File: src/hla_pkg.sv
// Shared types and constants for the Hough line accumulator.
// No dependencies; imported by hla_dist_bin and hough_line_accumulator_core.
`default_nettype none

package hla_pkg;

    typedef enum logic [3:0] {
        S_INIT,
        S_IDLE,
        S_V_ROW,
        S_V_MUL,
        S_V_SUM,
        S_V_QMUL,
        S_V_BIN,
        S_V_UPD,
        S_P_SCAN,
        S_P_DRAIN,
        S_P_WRD,
        S_P_WWR,
        S_P_UNMARK,
        S_CLEAR
    } t_state;

    typedef enum logic [1:0] {
        ACT_VOTE,
        ACT_PEAK,
        ACT_LOAD,
        ACT_CLEAR
    } t_action;

    localparam logic [2:0] REG_MODE        = 3'd0;
    localparam logic [2:0] REG_OFFSET_X    = 3'd1;
    localparam logic [2:0] REG_OFFSET_Y    = 3'd2;
    localparam logic [2:0] REG_SLOPE_FIRST = 3'd3;
    localparam logic [2:0] REG_SLOPE_STEP  = 3'd4;
    localparam logic [2:0] REG_DIST_MIN    = 3'd5;
    localparam logic [2:0] REG_INV_STEP    = 3'd6;
    localparam logic [2:0] REG_ANGLE_USED  = 3'd7;

    localparam logic MODE_ANGLE = 1'b1;

    localparam int COORD_W     = 24;
    localparam int SLOPE_W     = 16;
    localparam int TRIG_W      = 16;
    localparam int INV_W       = 24;
    localparam int USED_W      = 9;
    localparam int CFG_W       = 24;
    localparam int FRAC_SLOPE  = 8;
    localparam int FRAC_TRIG   = 14;
    localparam int MAG_W       = 56;
    localparam int SPLIT       = 26;
    localparam int SHIFT_SLOPE = 32;
    localparam int SHIFT_ANGLE = 38;

endpackage

`default_nettype wire

File: src/hla_dist_bin.sv
// Distance bin unit: scales a distance magnitude by the reciprocal bin width.
// Depends on hla_pkg. Products are registered; the bin decision follows them.
`default_nettype none

module hla_dist_bin #(
    parameter int DIST_BINS = 256
) (
    input  wire logic                      i_clk,
    input  wire logic [hla_pkg::MAG_W-1:0] i_mag,
    input  wire logic                      i_neg,
    input  wire logic                      i_angle,
    input  wire logic [hla_pkg::INV_W-1:0] i_inv,
    output logic                           o_ok,
    output logic [$clog2(DIST_BINS)-1:0]   o_bin
);
    import hla_pkg::*;

    localparam int DB    = $clog2(DIST_BINS);
    localparam int HI_W  = MAG_W - SPLIT;
    localparam int PH_W  = HI_W + INV_W;
    localparam int PL_W  = SPLIT + INV_W;
    localparam int SUM_W = PH_W + 1;

    logic [PH_W-1:0]  r_prod_hi;
    logic [PL_W-1:0]  r_prod_lo;
    logic             r_neg;
    logic             r_angle;
    logic [SUM_W-1:0] c_sum;
    logic [SUM_W-1:0] c_q;

    // The magnitude is split in two so each product stays a modest multiplier.
    always_ff @(posedge i_clk) begin
        r_prod_hi <= i_mag[MAG_W-1:SPLIT] * i_inv;
        r_prod_lo <= i_mag[SPLIT-1:0] * i_inv;
        r_neg     <= i_neg;
        r_angle   <= i_angle;
    end

    always_comb begin
        c_sum = SUM_W'(r_prod_hi) + SUM_W'(r_prod_lo >> SPLIT);
        c_q   = r_angle ? (c_sum >> (SHIFT_ANGLE - SPLIT)) : (c_sum >> (SHIFT_SLOPE - SPLIT));
        // A negative distance lands only when it truncates to bin zero.
        o_ok  = !(r_neg && (c_q != '0)) && (c_q < SUM_W'(DIST_BINS));
        o_bin = DB'(c_q);
    end

endmodule

`default_nettype wire
File: config.mk
export PLATFORM = sky130hd
export DESIGN_NAME = hla_dist_bin
export DESIGN_NICKNAME = d
export VERILOG_FILES = /design/src/hla_pkg.sv /design/src/hla_dist_bin.sv
export SDC_FILE = /design/constraint.sdc
export NUM_CORES = 2
export LEC_CHECK = 0
export ABC_AREA = 1
export BUFFER_PORTS_ARGS = -buffer_cell sky130_fd_sc_hd__buf_2
export CORE_ASPECT_RATIO = 1.4
export CORE_MARGIN = 3
export CORE_UTILIZATION = 60
export CTS_BUF_LIST = sky130_fd_sc_hd__clkbuf_4 sky130_fd_sc_hd__clkbuf_8
export DETAILED_ROUTE_END_ITERATION = 10
export GPL_TIMING_DRIVEN = 0
export PLACE_DENSITY = 0.79
export SYNTH_ARGS = -nofsm -noshare
export SYNTH_HDL_FRONTEND = slang
export SYNTH_SLANG_ARGS = --single-unit
File: constraint.sdc
create_clock -name i_clk -period 20.1 [get_ports i_clk]
set_clock_uncertainty 0.1 [all_clocks]
set_input_delay 3.015 -clock i_clk [delete_from_list [all_inputs] [get_ports i_clk]]
set_output_delay 3.015 -clock i_clk [all_outputs]
set_load 0.02 [all_outputs]
Word level (Yosys, flattened, before mapping)
Index checks and enable logic that the tools add are counted.
- flip-flop bits (word level): 106
- input bits: 83
- output and inout bits: 9
- logic and storage cells: 13
- add/subtract/negate cells: 1
- $mul: 2
- order comparisons: 1
- muxes and demuxes: 1
- reductions and logical operators: 4
- operators with widths (kind ; count):
    54-bit by 24-bit adder with 55-bit output ; 1
    55-bit by 9-bit < comparator with 1-bit output (second input constant) ; 1
    55-bit nonzero test ; 1
    30-bit by 24-bit multiplier with 54-bit output ; 1
    26-bit by 24-bit multiplier with 50-bit output ; 1
    49-bit 2-to-1 mux ; 1
    1-bit logical AND ; 2
    1-bit zero test ; 1

Depth between registers and ports, before layout
- depth in word-level cells: 6
- mapped depth: 31
- gate-level depth less buffers: 29

Worst setup path after synthesis
OpenSTA, ideal clock, no wires.
- path kind: in2reg
- start point: input i_inv[3] (netlist bit)
- end point: register r_prod_hi[41]
- library setup time: 0.072 ns
- arrival time: 8.911 ns
- path slack: 11.017 ns
- stages on the path: 25
- cell sequence: clkbuf_1 -> buf_1 -> nand2_1 -> fa_1 -> inv_1 -> fa_1 -> inv_1 -> fa_1 -> fa_1 -> inv_1 -> fa_1 -> fa_1 -> inv_1 -> fa_1 -> inv_1 -> ha_1 -> nand2_1 -> inv_1 -> nand2_1 -> nor3_1 -> nand3_1 -> o21ai_0 -> a31oi_1 -> o21ai_0 -> xor2_1
- word-level cells in the longest chain between the ends: 1
- RTL lines (element ; line ; text):
    start: declaration ; hla_dist_bin.sv:12 ; input wire logic [hla_pkg::INV_W-1:0] i_inv,
    30-bit by 24-bit multiplier with 54-bit output ; hla_dist_bin.sv:33 ; r_prod_hi <= i_mag[MAG_W-1:SPLIT] * i_inv;
    end signal: assignment ; hla_dist_bin.sv:33 ;
    end: declaration ; hla_dist_bin.sv:24 ; logic [PH_W-1:0] r_prod_hi;
No other way between the ends.

Final worst setup path
- start point: input i_inv[6] (netlist bit)
- end point: register r_prod_lo[47]
- word-level cells in the longest chain between the ends: 1
- RTL lines (element ; line ; text):
    26-bit by 24-bit multiplier with 50-bit output ; hla_dist_bin.sv:34 ; r_prod_lo <= i_mag[SPLIT-1:0] * i_inv;
    end signal: assignment ; hla_dist_bin.sv:34 ;
    end: declaration ; hla_dist_bin.sv:25 ; logic [PL_W-1:0] r_prod_lo;
No other way between the ends.

==> reports/results.ini <==
[timing]
maxSlewHeadroom_pct=-0.876
rsz0062_at_grt=false
finalSetupViolations=0
max_freq_mhz=81.9
slew_violations=32
finalCriticalPeriod_ns=12.21
fin_tns_setup_ns=0
tightestPinTransition_ns=1.51
hold_violations=0
worst_slack_ns=7.89
period_share_pct=60.7

[drt]
drt-initial-drc-count=3924
route.detailed.drc=0
routed-wl-met2_um=90100
route.antenna.remaining_nets=0
m1WireLength_um=58200
drt_wl_total_um=195000
avgRoutedWirePerCell_um=24.4
vias_per_cell=5.61
dr.pass1.iters=8
routed.top_layer=met5
met3_length_um=20600
dr_total_vias=44900

[finish]
fin_nets=8507
postLayoutCoreUtil_pct=62.8
drive_gt1_share_pct=2.34
syn_to_final_growth_pct=3.79
layout.cells.non_filler=8002

[critical_path]
crit_type=in2reg
crit_end=r_prod_lo[47]
arrival_ns=12.33
crit_path_max_fanout=10
critPathRequiredTime_ns=20.22
startpoint_type=input pin
cp-end-kind=register
crit_start=i_inv[6]

[global_routing]
antenna_found_initial=15
grt-ovfl-total=0
grt_first_pass_wirelength_um=291000
grt_pass1_vias=48100
grt_usage_pct=46.1
grt_max_degree=15

[synthesis]
yosys-top-cells-count=2220 x inv_1, 1886 x nand2_1, 1139 x fa_1
post-synth-top-area-cell=fa_1
yosysWarnings=0
ys_seq_area_share_pct=3.19
netlist_instances=6831
ys.flop_type=dfxtp_1
async_flop_share_pct=0
netlist-cell-type-count=53
post-synth-top-count-cell=inv_1
synth_edf_count=0
netlist_area_um2=50300
synth_seq_cells=80
synth_top_area_share_pct=45.4
syn_area_per_cell_um2=7.36
syn_nets=8428
synthTopCellsByArea=fa_1 45%, inv_1 17%, nand2_1 14%

[clock_network]
cts_resized=0
hold_buffers=0
clockBufferDepth=2
cts.sinks=80
numCtsBuffers=9
cts_tree=built
clock-root-buffer=clkbuf_8
post_cts_buffers=0
clk_pin_slew_worst_paths_ns=0.09
h-tree-depth=3

[placement]
placed_cells=7977
port_buffers=67
dp_slack_ns=7.92
gp_congestion=1.10
hpwl_um=165000

[run]
drv_cap=3

[floorplanning]
core-area_um2=83000
num_rows=125
start_util_pct=60.5
die_w_um=251
die_h_um=348
die_area_um2=87300
ios=92

[hold_path]
worstHoldPathType=in2reg

[outcome]
violations=max-capacitance violations, max-slew violations
status=finished, violations left

worst min path at each step:
| stage | start | to | depth (start not counted) |
|---|---|---|---|
| after floorplan | i_angle | r_angle | 0 |
| after global placement | i_angle | r_angle | 1 |
| after detailed placement | i_angle | r_angle | 1 |
| after CTS | i_angle | r_angle | 1 |
| after global routing | i_angle | r_angle | 1 |
| final | i_angle | r_angle | 1 |
worst max-delay path, cell delays in order:
cell	delay [ns]
clkbuf_1	0.93
clkbuf_1	1.08
nand2_1	0.20
fa_1	0.72
inv_1	0.09
fa_1	0.51
inv_1	0.05
fa_1	0.45
fa_1	0.52
inv_1	0.06
fa_1	0.51
fa_1	0.50
inv_1	0.06
fa_1	0.47
inv_1	0.04
ha_1	0.57
nand2_1	0.17
nor2_1	0.20
inv_1	0.08
nor2_1	0.13
inv_1	0.06
o2111ai_1	0.73
nand3_1	0.26
o21ai_0	0.28
xor2_1	0.63
final cells by class:
cell class              instances  area (µm²)
diodes                          9        22.5
multi-input cells            4250       39300
clock buffers                  10         138
repair buffers                 68         347
fillers                      7516       30900
well taps                    1079        1350
flip-flops and latches         80        1600
plain buffers                 264        1000
clock inverters                 5        42.5
inverters                    2237        8400
per-stage QoR:
step,cell area (µm²),hold WS (ns)
5_1_grt,52200,2.60
2_1_floorplan,50300,2.94
4_1_cts,52100,2.59
3_5_place_dp,52000,3.02
6_report,52200,2.62
3_3_place_gp,52000,3.02
per-layer routing:
metal / track usage (%) / vias to the layer above
met4: 47.1 / 16
met2: 75.7 / 2867
li1: - / 19300
met5: 0 / -
met3: 12.5 / 1186
met1: 46.1 / 21600
kinds of logic (layout without fill, tap and decap cells):
group | count (synthesis) | after routing | share of synthesized area, %
flops | 80 | 80 | 3.19
compound gates | 314 | 314 | 3.47
simple gates | 2347 | 2347 | 18.6
buf+inv | 2501 | 2584 | 18.7
fa+ha+maj | 1514 | 1514 | 54.7
xor+xnor | 75 | 75 | 1.31
other cells | 0 | 9 | 0
state kept, by name, summed over array words and instances, names as in the netlist:
register,count
r_prod_lo,24
r_neg,1
r_prod_hi,54
r_angle,1
placed cells by master, fill, tap and decap left out, types with 17 or more instances in the layout:
cell type,instances
inv_1,2220
nand4_1,29
fa_1,1139
o21ai_0,73
a21oi_1,161
a31oi_1,17
xor2_1,51
ha_1,375
buf_2,71
nand2_2,18
buf_1,79
nand3_1,144
clkbuf_1,176
nand2_1,1886
nor2_1,190
nor3_1,24
xnor2_1,24
o21a_1,21
dfxtp_1,80
Power is left out: the tool's default activity adds up to more than one toggle a clock period on the data nets, which glitch-free logic cannot reach.
